$ cat src/rtl/core/assert_macros.svh
// assertion macros used by the ranger top level
// no dependencies
`ifndef ASSERT_MACROS_SVH
`define ASSERT_MACROS_SVH

// checked only out of reset
`define ASSERT_CLKD(label, clk, rst_n, prop, msg) \
    label: assert property (@(posedge clk) disable iff (!(rst_n)) (prop)) else $error(msg);

// checked on every edge, reset included
`define ASSERT_CLKA(label, clk, prop, msg) \
    label: assert property (@(posedge clk) (prop)) else $error(msg);

`endif

$ cat src/rtl/core/uer_pkg.sv
// types, constants and widths for the echo ranger
// no dependencies
`timescale 1ns / 1ps

package uer_pkg;

    localparam int ROUNDS    = 5;
    localparam int COUNT_W   = 20;
    localparam int TRIG_W    = 10;
    localparam int GAP_W     = 20;
    localparam int SCALE_W   = 16;
    localparam int DIST_W    = 19;
    localparam int SUM_W     = 22;
    localparam int ROUND_W   = 3;
    localparam int ZONE_W    = 2;
    localparam int CFG_IDX_W = 3;
    localparam int CFG_DAT_W = 20;

    localparam int TICK_W    = (COUNT_W > GAP_W) ? COUNT_W : GAP_W;
    localparam int PROD_W    = COUNT_W + SCALE_W;
    localparam int CMP_W     = (COUNT_W > DIST_W) ? COUNT_W : DIST_W;

    // floor(x / ROUNDS) as (x * ceil(2^k / ROUNDS)) >> k, exact for x < 2^SUM_W
    localparam int DIV_SHIFT = SUM_W + 3;
    localparam int RECIP_W   = SUM_W + 4;
    localparam int AVG_PW    = SUM_W + RECIP_W;
    localparam logic [RECIP_W-1:0] DIV_RECIP =
        RECIP_W'(((64'd1 << DIV_SHIFT) + 64'(ROUNDS) - 64'd1) / 64'(ROUNDS));

    localparam logic [DIST_W-1:0]  DIST_MAX   = '1;
    localparam logic [TICK_W-1:0]  COUNT_MAX  = TICK_W'((64'd1 << COUNT_W) - 64'd1);
    localparam logic [ROUND_W-1:0] LAST_ROUND = ROUND_W'(ROUNDS - 1);

    localparam logic [ZONE_W-1:0] ZONE_NEAR = 2'd0;
    localparam logic [ZONE_W-1:0] ZONE_MID  = 2'd1;
    localparam logic [ZONE_W-1:0] ZONE_FAR  = 2'd2;

    localparam logic [CFG_IDX_W-1:0] CFG_TRIGGER_TICKS = 3'd0;
    localparam logic [CFG_IDX_W-1:0] CFG_GAP_TICKS     = 3'd1;
    localparam logic [CFG_IDX_W-1:0] CFG_SCALE_FACTOR  = 3'd2;
    localparam logic [CFG_IDX_W-1:0] CFG_NEAR_LIMIT    = 3'd3;
    localparam logic [CFG_IDX_W-1:0] CFG_FAR_LIMIT     = 3'd4;

    typedef enum logic [2:0] {
        PH_IDLE = 3'd0,
        PH_TRIG = 3'd1,
        PH_WAIT = 3'd2,
        PH_MEAS = 3'd3,
        PH_GAP  = 3'd4
    } t_phase;

    typedef struct packed {
        logic [TRIG_W-1:0]  trigger_ticks;
        logic [GAP_W-1:0]   gap_ticks;
        logic [SCALE_W-1:0] scale_factor;
        logic [DIST_W-1:0]  near_limit;
        logic [DIST_W-1:0]  far_limit;
    } t_cfg;

    typedef struct packed {
        logic              trigger;
        logic              busy;
        logic              done;
        logic [DIST_W-1:0] distance;
        logic [ZONE_W-1:0] zone;
    } t_result;

endpackage

$ cat src/rtl/core/uer_ctrl.sv
// measurement sequencer: trigger, echo timing, scaling, averaging and zoning
// depends on uer_pkg
`timescale 1ns / 1ps

module uer_ctrl import uer_pkg::*; (
    input  logic    i_clk,
    input  logic    i_rst_n,
    input  logic    i_step,
    input  logic    i_start_req,
    input  logic    i_echo,
    input  t_cfg    i_cfg,
    output t_result o_res
);

    t_phase              r_phase, n_phase;
    logic [TICK_W-1:0]   r_tick, n_tick;
    logic [ROUND_W-1:0]  r_round, n_round;
    logic [SUM_W-1:0]    r_sum, n_sum;
    logic [DIST_W-1:0]   r_dist, n_dist;
    logic [ZONE_W-1:0]   r_zone, n_zone;
    logic                n_done;

    logic [PROD_W-1:0]   w_prod;
    logic [COUNT_W-1:0]  w_scaled;
    logic [DIST_W-1:0]   w_meas_dist;
    logic [AVG_PW-1:0]   w_avg_prod;
    logic [SUM_W-1:0]    w_avg;
    logic [DIST_W-1:0]   w_avg_sat;
    logic [ZONE_W-1:0]   w_avg_zone;

    // echo ticks to hundredths of cm
    assign w_prod      = PROD_W'(r_tick[COUNT_W-1:0]) * PROD_W'(i_cfg.scale_factor);
    assign w_scaled    = w_prod[PROD_W-1:SCALE_W];
    assign w_meas_dist = (CMP_W'(w_scaled) > CMP_W'(DIST_MAX)) ? DIST_MAX
                                                                : DIST_W'(w_scaled);

    // average over the burst
    assign w_avg_prod = AVG_PW'(r_sum) * AVG_PW'(DIV_RECIP);
    assign w_avg      = w_avg_prod[DIV_SHIFT+SUM_W-1:DIV_SHIFT];
    assign w_avg_sat  = (w_avg > SUM_W'(DIST_MAX)) ? DIST_MAX : w_avg[DIST_W-1:0];

    always_comb begin
        if (w_avg_sat > i_cfg.far_limit) begin
            w_avg_zone = ZONE_FAR;
        end else if (w_avg_sat > i_cfg.near_limit) begin
            w_avg_zone = ZONE_MID;
        end else begin
            w_avg_zone = ZONE_NEAR;
        end
    end

    always_ff @(posedge i_clk) begin
        if (!i_rst_n) begin
            r_phase <= PH_IDLE;
            r_tick  <= '0;
            r_round <= '0;
            r_sum   <= '0;
            r_dist  <= '0;
            r_zone  <= ZONE_NEAR;
        end else begin
            r_phase <= n_phase;
            r_tick  <= n_tick;
            r_round <= n_round;
            r_sum   <= n_sum;
            r_dist  <= n_dist;
            r_zone  <= n_zone;
        end
    end

    always_comb begin
        n_phase = r_phase;
        n_tick  = r_tick;
        n_round = r_round;
        n_sum   = r_sum;
        n_dist  = r_dist;
        n_zone  = r_zone;
        n_done  = 1'b0;
        if (i_step) begin
            case (r_phase)
                PH_IDLE: begin
                    if (i_start_req) begin
                        n_phase = PH_TRIG;
                        n_tick  = TICK_W'(1);
                        n_round = '0;
                        n_sum   = '0;
                    end
                end
                PH_TRIG: begin
                    if (r_tick >= TICK_W'(i_cfg.trigger_ticks)) begin
                        n_phase = PH_WAIT;
                        n_tick  = '0;
                    end else begin
                        n_tick = r_tick + TICK_W'(1);
                    end
                end
                PH_WAIT: begin
                    if (i_echo) begin
                        n_phase = PH_MEAS;
                        n_tick  = TICK_W'(1);
                    end
                end
                PH_MEAS: begin
                    if (i_echo) begin
                        if (r_tick < COUNT_MAX) begin
                            n_tick = r_tick + TICK_W'(1);
                        end
                    end else begin
                        n_sum   = r_sum + SUM_W'(w_meas_dist);
                        n_phase = PH_GAP;
                        n_tick  = '0;
                    end
                end
                PH_GAP: begin
                    if (r_tick >= TICK_W'(i_cfg.gap_ticks)) begin
                        if (r_round >= LAST_ROUND) begin
                            n_dist  = w_avg_sat;
                            n_zone  = w_avg_zone;
                            n_done  = 1'b1;
                            n_phase = PH_IDLE;
                            n_tick  = '0;
                            n_round = '0;
                        end else begin
                            n_round = r_round + ROUND_W'(1);
                            n_phase = PH_TRIG;
                            n_tick  = TICK_W'(1);
                        end
                    end else begin
                        n_tick = r_tick + TICK_W'(1);
                    end
                end
                default: begin
                    n_phase = PH_IDLE;
                    n_tick  = '0;
                end
            endcase
        end
    end

    assign o_res.trigger  = (n_phase == PH_TRIG);
    assign o_res.busy     = (n_phase != PH_IDLE);
    assign o_res.done     = n_done;
    assign o_res.distance = n_dist;
    assign o_res.zone     = n_zone;

endmodule

$ cat src/rtl/core/ultrasonic_echo_ranger_unit.sv
// ultrasonic echo ranger top level: config registers, sequencer, result register
// result: registered, appearing in the cycle after its tick is transferred in
// throughput: one tick per cycle, held only while the single result register is full and stalled
// reset: sequencer idle, sums and last distance cleared, config at defaults
// depends on uer_pkg, uer_ctrl and assert_macros.svh
`timescale 1ns / 1ps
`include "assert_macros.svh"

module ultrasonic_echo_ranger_unit import uer_pkg::*; (
    input  logic                 i_clk,
    input  logic                 i_rst_n,
    input  logic                 i_in_valid,
    output logic                 o_in_stall,
    input  logic                 i_start_req,
    input  logic                 i_echo,
    output logic                 o_out_valid,
    input  logic                 i_out_stall,
    output logic                 o_trigger,
    output logic                 o_busy_res,
    output logic                 o_done_res,
    output logic [DIST_W-1:0]    o_distance,
    output logic [ZONE_W-1:0]    o_zone,
    input  logic                 i_cfg_valid,
    output logic                 o_cfg_ready,
    input  logic [CFG_IDX_W-1:0] i_cfg_index,
    input  logic [CFG_DAT_W-1:0] i_cfg_data
);

    t_cfg    r_cfg;
    t_result w_res;
    t_result r_res;
    logic    r_out_valid;
    logic    w_accept;

    assign o_cfg_ready = 1'b1;
    assign o_in_stall  = r_out_valid & i_out_stall;
    assign w_accept    = i_in_valid & ~o_in_stall;

    always_ff @(posedge i_clk) begin
        if (!i_rst_n) begin
            r_cfg.trigger_ticks <= TRIG_W'(40);
            r_cfg.gap_ticks     <= GAP_W'(400000);
            r_cfg.scale_factor  <= SCALE_W'(27853);
            r_cfg.near_limit    <= DIST_W'(10000);
            r_cfg.far_limit     <= DIST_W'(20000);
        end else if (i_cfg_valid && o_cfg_ready) begin
            case (i_cfg_index)
                CFG_TRIGGER_TICKS: r_cfg.trigger_ticks <= i_cfg_data[TRIG_W-1:0];
                CFG_GAP_TICKS:     r_cfg.gap_ticks     <= i_cfg_data[GAP_W-1:0];
                CFG_SCALE_FACTOR:  r_cfg.scale_factor  <= i_cfg_data[SCALE_W-1:0];
                CFG_NEAR_LIMIT:    r_cfg.near_limit    <= i_cfg_data[DIST_W-1:0];
                CFG_FAR_LIMIT:     r_cfg.far_limit     <= i_cfg_data[DIST_W-1:0];
                default: ;
            endcase
        end
    end

    uer_ctrl u_ctrl (
        .i_clk       (i_clk),
        .i_rst_n     (i_rst_n),
        .i_step      (w_accept),
        .i_start_req (i_start_req),
        .i_echo      (i_echo),
        .i_cfg       (r_cfg),
        .o_res       (w_res)
    );

    // result register
    always_ff @(posedge i_clk) begin
        if (!i_rst_n) begin
            r_out_valid <= 1'b0;
        end else if (w_accept) begin
            r_out_valid <= 1'b1;
        end else if (!i_out_stall) begin
            r_out_valid <= 1'b0;
        end
    end

    always_ff @(posedge i_clk) begin
        if (w_accept) begin
            r_res <= w_res;
        end
    end

    assign o_out_valid = r_out_valid;
    assign o_trigger   = r_res.trigger;
    assign o_busy_res  = r_res.busy;
    assign o_done_res  = r_res.done;
    assign o_distance  = r_res.distance;
    assign o_zone      = r_res.zone;

    `ASSERT_CLKD(a_trig_busy, i_clk, i_rst_n, (o_out_valid && o_trigger) |-> o_busy_res, "trigger outside a burst")
    `ASSERT_CLKD(a_done_idle, i_clk, i_rst_n, (o_out_valid && o_done_res) |-> !o_busy_res, "done while still busy")
    `ASSERT_CLKD(a_done_once, i_clk, i_rst_n, (w_accept && w_res.done) |=> !(w_accept && w_res.done), "two done transfers in a row")
    `ASSERT_CLKA(a_stall_held, i_clk, o_in_stall |-> o_out_valid, "input stalled with empty result register")

endmodule

$ cat config.mk
export PLATFORM = sky130hd
export DESIGN_NAME = ultrasonic_echo_ranger_unit
export DESIGN_NICKNAME = d
export VERILOG_FILES = /design/src/rtl/core/uer_pkg.sv /design/src/rtl/core/uer_ctrl.sv /design/src/rtl/core/ultrasonic_echo_ranger_unit.sv
export VERILOG_INCLUDE_DIRS = /design/src /design/src/rtl/core
export SDC_FILE = /design/constraint.sdc
export NUM_CORES = 2
export LEC_CHECK = 0
export CAP_MARGIN = 20
export CORE_MARGIN = 8
export CORE_UTILIZATION = 62
export CTS_CLUSTER_SIZE = 8
export DETAILED_ROUTE_END_ITERATION = 16
export DONT_BUFFER_PORTS = 1
export PLACE_DENSITY = 0.78
export REMOVE_ABC_BUFFERS = 1
export SLEW_MARGIN = 20
export SYNTH_ARGS = -nofsm -noshare
export SYNTH_HDL_FRONTEND = slang
export SYNTH_SLANG_ARGS = --single-unit
export TNS_END_PERCENT = 50
$ cat constraint.sdc
create_clock -name i_clk -period 10.7 [get_ports i_clk]
set_input_delay 0.535 -clock i_clk [delete_from_list [all_inputs] [get_ports i_clk]]
set_output_delay 0.535 -clock i_clk [all_outputs]
set_load 0.05 [all_outputs]
==> metrics.json <==
{
  "drt": {
    "ant_nets": 0,
    "post-route-drc-count": 0,
    "detail_route.vias_per_cell": 5.91,
    "drt_iter0_markers": 1807,
    "met1_length_um": 30000,
    "route.met2.wl_um": 32100,
    "route.final.wire_length_um": 70200,
    "wl_per_cell_um": 19.4,
    "dr_wl_met3_um": 6250,
    "detail_route.first_pass.iterations": 5,
    "routed.top_layer": "met4",
    "num_vias": 21400
  },
  "finish": {
    "num_antenna_cells": 0,
    "design.final.nets": 3823,
    "fin_cells": 3626,
    "drive_above_1_share_pct": 2.66,
    "stdcell_area_um2": 27900,
    "syn2layout_area_growth_pct": 3.65
  },
  "global_routing": {
    "grt_start_max_net_pins": 68,
    "antenna_violations_before_repair": 0,
    "overflow_left_after_global_routing": 0,
    "first_global_vias": 21700,
    "gr-usage-all-layers_pct": 28.0,
    "grt_pass1_wl_um": 113000
  },
  "synth": {
    "synthesis.area_um2": 26900,
    "primary_ff_master_synth": "dfxtp_1",
    "synth_area_per_cell_um2": 8.62,
    "synth_top_family_by_area": "adder cells",
    "synth_top_cell_area_share_pct": 29.1,
    "postSynthRegisterBits": 178,
    "yosys.area_share.adder_pct": 46.5,
    "fraction_of_the_mapped_netlist_area_in_compound_gates_pct": 12.2,
    "netlist_top_cells_count": "inv_1, nand2_1, fa_1",
    "sequential_fraction_of_the_synthesis_area_pct": 14.1,
    "synthMuxAreaShare_pct": 0.158,
    "post_synth_main_area_contributors": "fa_1, ha_1, dfxtp_1",
    "synthDistinctLibCells": 76,
    "syn-instance-count": 3125,
    "synth.yosys.warnings": 0,
    "synthSimpleGateAreaFrac_pct": 15.1,
    "synth.most_common_cell": "inv_1",
    "synth-xor-area-share_pct": 1.59,
    "synth_enable_flop_cells": 24,
    "fraction_of_synthesis_flops_using_an_asynchronous_set_or_reset_pin_pct": 0,
    "synth_top_cell_by_area": "fa_1"
  },
  "power": {
    "power_density_nw_per_um2": 61.6,
    "report.power.total_mw": 1.72,
    "total_leakage_power_nw": 14.2,
    "vdd_ir_drop_max_mv": 0.109
  },
  "placement": {
    "postPlaceCellArea_um2": 27300,
    "place.port_buffers": 0,
    "detailed_place_hpwl_um": 57300,
    "dp.cells": 3594,
    "globalplace.congestion": 0.971
  },
  "timing": {
    "grt_setup_unrepaired": "false",
    "report.final.hold_viol_count": 0,
    "worst_tran_pin_value_ns": 1.06,
    "finalSetupViolCount": 0,
    "finalMaxSlewViolations": 0,
    "max_freq_mhz": 101,
    "worst_slew_margin_rel_pct": 28.6,
    "final.hold.worst_slack_ns": 0.189,
    "final.period_utilization_pct": 92.6,
    "finalClockSkew_ns": 0.0111,
    "layout_min_cycle_time_ns": 9.90,
    "final_tns_setup_ns": 0
  },
  "clock_network": {
    "insertion_delay_ns": 0.44,
    "worst_case_clock_buffer_depth": 2,
    "cts.repair_timing.setup_buffer_count": 0,
    "postCtsHoldBufs": 0,
    "cts-resized-gates": 0,
    "cts_root_buf": "clkbuf_16",
    "cts.sink_count": 178,
    "clock_tree_from_tritoncts": "done",
    "clk_pin_slew_worst_paths_ns": 0.08,
    "cts-buffers-inserted": 17,
    "cts.htree.levels": 4
  },
  "worst_hold_path": {
    "holdCritPathClass": "in2reg"
  },
  "floorplan": {
    "die_height_um": 224,
    "rows": 76,
    "coreArea_um2": 43000,
    "floorplan.initialDensity_pct": 62.6,
    "die_x_um": 224,
    "design.die.area_um2": 50300,
    "boundaryPins": 57
  },
  "worst_setup_path": {
    "ff2ff_setup_slack_ns": 0.80,
    "cpPeakStageDelay_ns": 0.72,
    "path_max_fanout": 18,
    "crit_family": "adder cells",
    "setup.worst_path.end_class": "flip-flop",
    "critical_path.startpoint_type": "flip-flop",
    "timing.critical_path.buf_inv": 6,
    "required_time_at_the_endpoint_of_the_critical_path_ns": 11.09,
    "critPathSlowestCell": "nor3_1",
    "crit_arrival_ns": 10.29,
    "setup.worst_path.class": "reg2reg"
  },
  "run": {
    "maxCapViolations": 0
  },
  "run_status": {
    "result_of_the_run": "complete, no violations"
  }
}
[per-stage QoR]
stage / utilization (%) / setup WS (ns)
final: 64.9 / 0.796
after global routing: 64.9 / 0.0640
after CTS: 64.9 / 0.934
after detailed placement: 63.5 / 0.951
after global placement: 63.5 / 1.30
after floorplan: - / 1.82
[layer usage]
| metal | vias up | GRT usage [%] |
|---|---|---|
| li1 | 9862 | - |
| met1 | 10500 | 38.4 |
| met2 | 919 | 44.5 |
| met3 | 127 | 5.82 |
| met4 | 0 | 8.34 |
| met5 | - | 0 |
[final timing paths]
path                        start               end  cells past startpoint
hold reg to reg         r_cfg[17]         r_cfg[17]                      2
setup reg to reg  u_ctrl.r_sum[5]  u_ctrl.r_zone[0]                     33
hold / removal            i_rst_n         r_cfg[38]                      1
setup / recovery  u_ctrl.r_sum[5]  u_ctrl.r_zone[0]                     33
[power by group]
part	switching [mW]	internal, mW	total, mW	leakage, nW
logic	0.201	0.116	0.317	12.4
clock network	0.312	0.356	0.668	0.298
registers	0.0411	0.692	0.733	1.48
[worst register-to-register path: cells and delay by family, from the launching register on]
kind	cells	cell delay [ns]
DFF	1	0.50
AOI/OAI and AO/OA	12	2.68
and+or+nand+nor	6	2.04
adders and majority gates	9	4.22
buffers and inverters	6	0.41
[sequential cells by signal, indices dropped and copies added (netlist names), 2 cells and up]
signal	cells
o_distance	19
o_zone	2
r_cfg	84
u_ctrl.r_dist	19
u_ctrl.r_phase	3
u_ctrl.r_round	3
u_ctrl.r_sum	22
u_ctrl.r_tick	20
u_ctrl.r_zone	2
[layout by cell type (no fill, tap or decap), drive strengths merged, types with 24 or more instances in the layout]
cell type / netlist / layout
a21o: 52 / 52
a21oi: 182 / 182
and2: 111 / 111
dfxtp: 154 / 154
edfxtp: 24 / 24
fa: 392 / 392
ha: 373 / 373
inv: 597 / 602
nand2: 484 / 484
nand3: 56 / 56
nand4: 34 / 34
nor2: 95 / 95
o211ai: 24 / 24
o21ai: 62 / 62
xnor2: 26 / 26
[layout make-up]
type | instances | area, µm²
clock buffer | 17 | 425
clock inverter | 15 | 198
fill | 3565 | 15100
inverter | 597 | 2240
multi-input combinational | 2213 | 20300
sequential | 178 | 3800
tap | 585 | 732
timing repair buffer | 21 | 158
[kinds of logic after synthesis]
kind of cell / count (synthesis)
buffers and inverters: 734
muxes: 4
other: 1
xor gates and xnor gates: 49
DFF: 178
AOI/OAI and AO/OA: 502
and+or+nand+nor: 892
adders and majority gates: 765
No activity file was read; power rests on OpenSTA's default activity.
